## config.mk

```make
export PLATFORM = sky130hd
export DESIGN_NAME = chbd_alu
export DESIGN_NICKNAME = d
export VERILOG_FILES = /design/src/rtl/core/chbd_pkg.sv /design/src/rtl/core/chbd_alu.sv
export SDC_FILE = /design/constraint.sdc
export NUM_CORES = 1
export LEC_CHECK = 0
export BUFFER_PORTS_ARGS = -buffer_cell sky130_fd_sc_hd__buf_4
export CAP_MARGIN = 20
export CORE_ASPECT_RATIO = 0.8
export CORE_MARGIN = 2
export CORE_UTILIZATION = 30
export DETAILED_ROUTE_END_ITERATION = 7
export SYNTH_ARGS = -nofsm -noshare
export SYNTH_HDL_FRONTEND = slang
export SYNTH_SLANG_ARGS = --single-unit
export TNS_END_PERCENT = 5
```

## constraint.sdc

```tcl
create_clock -name vclk -period 3.5
set_clock_uncertainty 0.2 [all_clocks]
set_input_delay 0.175 -clock vclk [all_inputs]
set_output_delay 0.175 -clock vclk [all_outputs]
set_load 0.02 [all_outputs]
```

## src/rtl/core/chbd_pkg.sv

```systemverilog
// ----------------------------------------------------------------------------
// chbd_pkg
// Shared types and constants of the canonical Huffman bit decoder.
// ----------------------------------------------------------------------------
package chbd_pkg;

    localparam int MAX_SYMBOLS  = 32'h100;
    localparam int MAX_CODE_LEN = 32;

    localparam int SYM_W     = 8;
    localparam int LEN_W     = 6;
    localparam int IDX_W     = $clog2(MAX_SYMBOLS);
    localparam int COUNT_W   = $clog2(MAX_SYMBOLS + 1);
    localparam int LEN_IDX_W = (MAX_CODE_LEN > 1) ? $clog2(MAX_CODE_LEN) : 1;
    localparam int SHAMT_W   = LEN_IDX_W;

    localparam logic [COUNT_W-1:0] TABLE_FULL    = COUNT_W'(MAX_SYMBOLS);
    localparam logic [LEN_W-1:0]   LONGEST_LEGAL = LEN_W'(MAX_CODE_LEN);

    localparam logic [1:0] CMD_LOAD  = 2'd0;
    localparam logic [1:0] CMD_BIT   = 2'd1;
    localparam logic [1:0] CMD_CLEAR = 2'd2;

    localparam logic STATUS_FOUND     = 1'b0;
    localparam logic STATUS_NOT_FOUND = 1'b1;

    typedef logic [MAX_CODE_LEN-1:0] code_t;

    typedef struct packed {
        logic [1:0]       cmd;
        logic [SYM_W-1:0] entry_symbol;
        logic [LEN_W-1:0] entry_length;
        logic             in_bit;
    } cmd_item_t;

    typedef struct packed {
        logic [SYM_W-1:0] out_symbol;
        logic             status;
    } result_item_t;

    typedef struct packed {
        logic [SYM_W-1:0] symbol;
        logic [LEN_W-1:0] length;
        code_t            code;
    } entry_t;

    typedef enum logic [1:0] {
        ALU_NEXT_CODE,
        ALU_SHIFT_IN,
        ALU_MATCH
    } alu_op_t;

    typedef struct packed {
        alu_op_t            op;
        logic [SHAMT_W-1:0] shamt;
        logic               bit_in;
    } alu_ctl_t;

endpackage

```

## src/rtl/core/chbd_alu.sv

```systemverilog
// ----------------------------------------------------------------------------
// chbd_alu
// Shared code unit: canonical code step, accumulator shift and code compare.
// ----------------------------------------------------------------------------
module chbd_alu
    import chbd_pkg::*;
(
    input  alu_ctl_t ctl,
    input  code_t    a,
    input  code_t    b,
    output code_t    result,
    output logic     eq
);

    code_t incremented;

    assign incremented = a + code_t'(1);

    always_comb
    begin
        result = a;
        eq     = 1'b0;
        case (ctl.op)
            ALU_NEXT_CODE:
            begin
                result = incremented << ctl.shamt;
            end
            ALU_SHIFT_IN:
            begin
                result = {a[MAX_CODE_LEN-2:0], ctl.bit_in};
            end
            ALU_MATCH:
            begin
                eq = (a == b);
            end
            default:
            begin
                result = a;
            end
        endcase
    end

endmodule

```

Word level (Yosys, flattened, before mapping)
Index checks and enable logic that the tools add are counted. Widths: inputs -> output; s select.

Multiplexer cells: 2. Divide/modulo/power cells: 0. Shifts and indexed selects: 1. Bitwise operators: 0. $mul: 0. Reduce and logical (&&, ||, !) cells: 1. Eq/ne operators: 3. Order comparisons: 0. Add/subtract/negate cells: 1.

Operators with widths (count): $pmux 32 s2 (1); $add 32x1->32 const B (1); $eq 32x32->1 (1); $shl 32x5->32 (1); $eq 2x1->1 const B (1); $eq 2x2->1 const B (1); $logic_not 2->1 (1); $mux 1 (1).

Output and inout bits: 33. Register bits after elaboration: 0. Memory bits (read-only): 0. Latch bits: 0. Word-level logic and storage cells: 8. Input port bits: 72. Memory bits (writable): 0. Memories: 0.

Depth between registers and ports, before layout
Depth in word-level cells: 3. Mapped depth: 11.

Least setup slack after synthesis
Ideal clock, no wire load.

Path kind: input to output. Start: in a[6]. End: out result[25]. Arrival time: 2404 ps. Stages: 9. Slack: 721 ps. Path through: buf_2 > nand3_1 > nor4_2 > buf_4 > nand4_1 > xor2_1 > mux2i_1 > mux4_2 > a221o_1.

Word-level cells in the longest chain between the ends: 3.

Ends and longest elaborated chain: start, declared (RTL line chbd_alu.sv:9) `input code_t a,`; $add 32x1->32 (RTL line chbd_alu.sv:17) `assign incremented = a + code_t'(1);`; $shl 32x5->32 (RTL line chbd_alu.sv:26) `result = incremented << ctl.shamt;`; $pmux 32 s2 (RTL line chbd_alu.sv:23) `case (ctl.op)`; end, declared (RTL line chbd_alu.sv:11) `output code_t result,`.

Every way passes these cells.

Worst setup path in the final report
Start: in a[0]. End: out result[19].

Same word-level chain as after synthesis.

==> results.py <==
metrics = {
    "detailed_routing": {
        "routed_via_density": 6.38,
        "drt_wl_total_mm": 20.2,
        "vias": 5228,
        "drtPass1Iterations": 5,
        "drcViolationCount": 0,
        "drt_iter0_markers": 605,
        "ant_nets": 0,
        "wire_per_inst_um": 24.7,
    },
    "critical_path": {
        "cpPeakStageDelay_ns": 0.52,
        "worstPathCellList": "buf_4 -> ha_1 -> nand3_2 -> nor4_4 -> buf_4 -> xnor2_1 -> a211oi_2 -> a222oi_1 -> nand2_1 -> o21ai_0 -> o221ai_1 -> buf_4",
        "start_kind": "input port",
        "critical_path_arrival_ns": 2.97,
        "worst-setup-path-type": "input port to output port",
        "end_kind": "output port",
        "crit_slowest_cell": "a222oi_1",
        "cpMostUsedCell": "buf_4",
        "critPathRequiredTime_ns": 3.12,
        "cp_max_fo": 13,
    },
    "power": {
        "peakVddDrop_v": 0.0000496,
        "power_leakage_uw": 0.00182,
        "finalPower_uw": 757,
        "power_density_mw_per_mm2": 157,
    },
    "finish": {
        "seq_cell_count": 0,
        "n_fill_cell": 1385,
        "area_growth_pct": 24.9,
        "seq_area_um2": 0,
        "drive_above_1_share": 0.271,
        "clkbuf_count": 0,
        "fin_util": 0.379,
        "stdcell_area_mm2": 0.00482,
        "n_antenna_cell": 0,
        "num-nets-final": 721,
    },
    "logic_synthesis": {
        "synth_cells": 575,
        "synth_fp_nets": 649,
        "ys_types": 69,
        "syn_area_per_cell_um2": 6.72,
        "synthesis.area_mm2": 0.00386,
        "yosys_warnings": 0,
        "yosysSeqAreaShare": 0,
    },
    "die": {
        "rows": 37,
        "io_pins": 105,
        "core_mm2": 0.0127,
        "dieArea_mm2": 0.0138,
        "start_util": 0.303,
        "die_x_um": 131,
        "die-height_um": 105,
    },
    "global_route": {
        "grt_pass1_vias": 4827,
        "grt_max_degree": 40,
        "grt_first_pass_wirelength_mm": 29.5,
        "grt.total_usage": 0.279,
        "antenna_found_initial": 0,
        "grt_overflow": 0,
    },
    "outcome": {
        "status": "finished clean",
    },
    "timing": {
        "rsz0062_at_grt": "false",
        "setup_viol": 0,
        "fin_crit_sh": 0.955,
        "worst_pin_slew_ns": 0.750,
        "slew_headroom": 0.495,
        "hold_violations": 0,
        "min_period_ns": 3.34,
        "final_max_slew_viol_count": 0,
        "fin_tns_setup_ns": 0,
        "fmax_mhz": 299,
    },
    "placement": {
        "routabilityCongestion": 1.05,
        "io_buffers": 105,
        "detailed_place_hpwl_mm": 15.6,
        "place_area_mm2": 0.00480,
    },
    "worst_hold_path": {
        "hp-class": "input port to output port",
        "hold_path_depth": 4,
    },
    "run": {
        "maxCapViolations": 0,
    },
}
## path summary, 6_finish.rpt
| kind | startpoint | endpoint | slack (ns) |
|---|---|---|---|
| setup / recovery | a[0] | result[19] | 0.16 |
| hold / removal | ctl[0] | result[0] | 0.49 |
## layout by cell type (no fill, tap or decap), types with 3 or more instances in the layout
cell and n:
xnor2_1 41, and2_1 4, and3_1 7, xor2_1 20, o21a_1 5, nand2b_1 3, a222oi_1 8, o221ai_1 11
nand3_1 16, buf_4 135, o22ai_1 10, nor4_2 3, nor2_1 44, nand4_1 20, or3_1 3, mux2i_1 24
o32ai_1 3, a211oi_1 11, nand2_1 70, nor4_1 13, o31ai_1 6, mux2_2 10, nor4_4 3, clkinv_1 4
a221oi_1 8, mux4_2 8, o21ai_0 25, a221o_1 4, nor3_1 20, nand4_4 3, inv_1 12, a21oi_1 21
and4_1 3, o211ai_1 7, a31oi_1 6, a22oi_1 12
## worst max-delay path, delay by kind of cell
kind | cells | cell delay (ns)
adders and majority gates | 1 | 0.22
AOI/OAI and AO/OA | 4 | 1.14
xor gates and xnor gates | 1 | 0.25
and+or+nand+nor | 3 | 0.60
buffers and inverters | 3 | 0.59
## synth_stat cells, types with 11 or more instances
cell type,instances,share of area
inv_1,12,0.012
nor2_1,44,0.043
o221ai_1,11,0.025
mux2i_1,24,0.062
nand4_1,20,0.032
nor4_1,13,0.021
a21oi_1,21,0.027
nor3_1,20,0.026
clkbuf_1,35,0.034
nand3_1,18,0.023
xnor2_1,41,0.093
a22oi_1,12,0.023
o21ai_0,25,0.032
xor2_1,21,0.048
buf_2,13,0.017
a211oi_1,11,0.021
nand2_1,70,0.068
## repair_timing
action                     CTS  global route
setup endpoints to repair    0             7
hold buffers                 0             0
setup buffers                0             1
resized for setup            0             3
## logic make-up (layout without fill, tap and decap cells)
logic type | Yosys count | count (layout) | synth area share
AOI/OAI and AO/OA | 166 | 166 | 0.317
muxes | 42 | 42 | 0.138
adders and majority gates | 2 | 2 | 0.00648
xor gates and xnor gates | 62 | 62 | 0.141
and+or+nand+nor | 222 | 222 | 0.307
buffers and inverters | 81 | 151 | 0.0911
## area by class of cell
cell class	instances	area, µm²	area share
inverters	16	60.1	0.0125
repair buffers	135	1010	0.210
multi-input cells	494	3530	0.732
well taps	175	219	0.0454
## layer usage
layer,vias to the layer above,GRT usage,wire [µm]
met5,-,0,0
met4,0,0.0502,393
met3,35,0.0538,2470
met2,366,0.435,8760
met1,2476,0.400,8600
li1,2351,-,-
## per-stage QoR
stage	setup slack [ns]	instances	hold slack [ns]
finish	0.156	820	0.493
global route	0.0257	820	0.510
CTS	0.0884	819	0.494
detailed placement	0.100	819	0.494
global placement	0.0503	819	0.509
floorplan	0.721	575	0.320
## report_power, final
part | total (µW) | internal, µW | leakage, µW | switching [µW]
Combinational | 757 | 292 | 0.00182 | 464
Clock | 0 | 0 | 0 | 0
Sequential | 0 | 0 | 0 | 0
No activity file was read; power rests on OpenSTA's default activity.
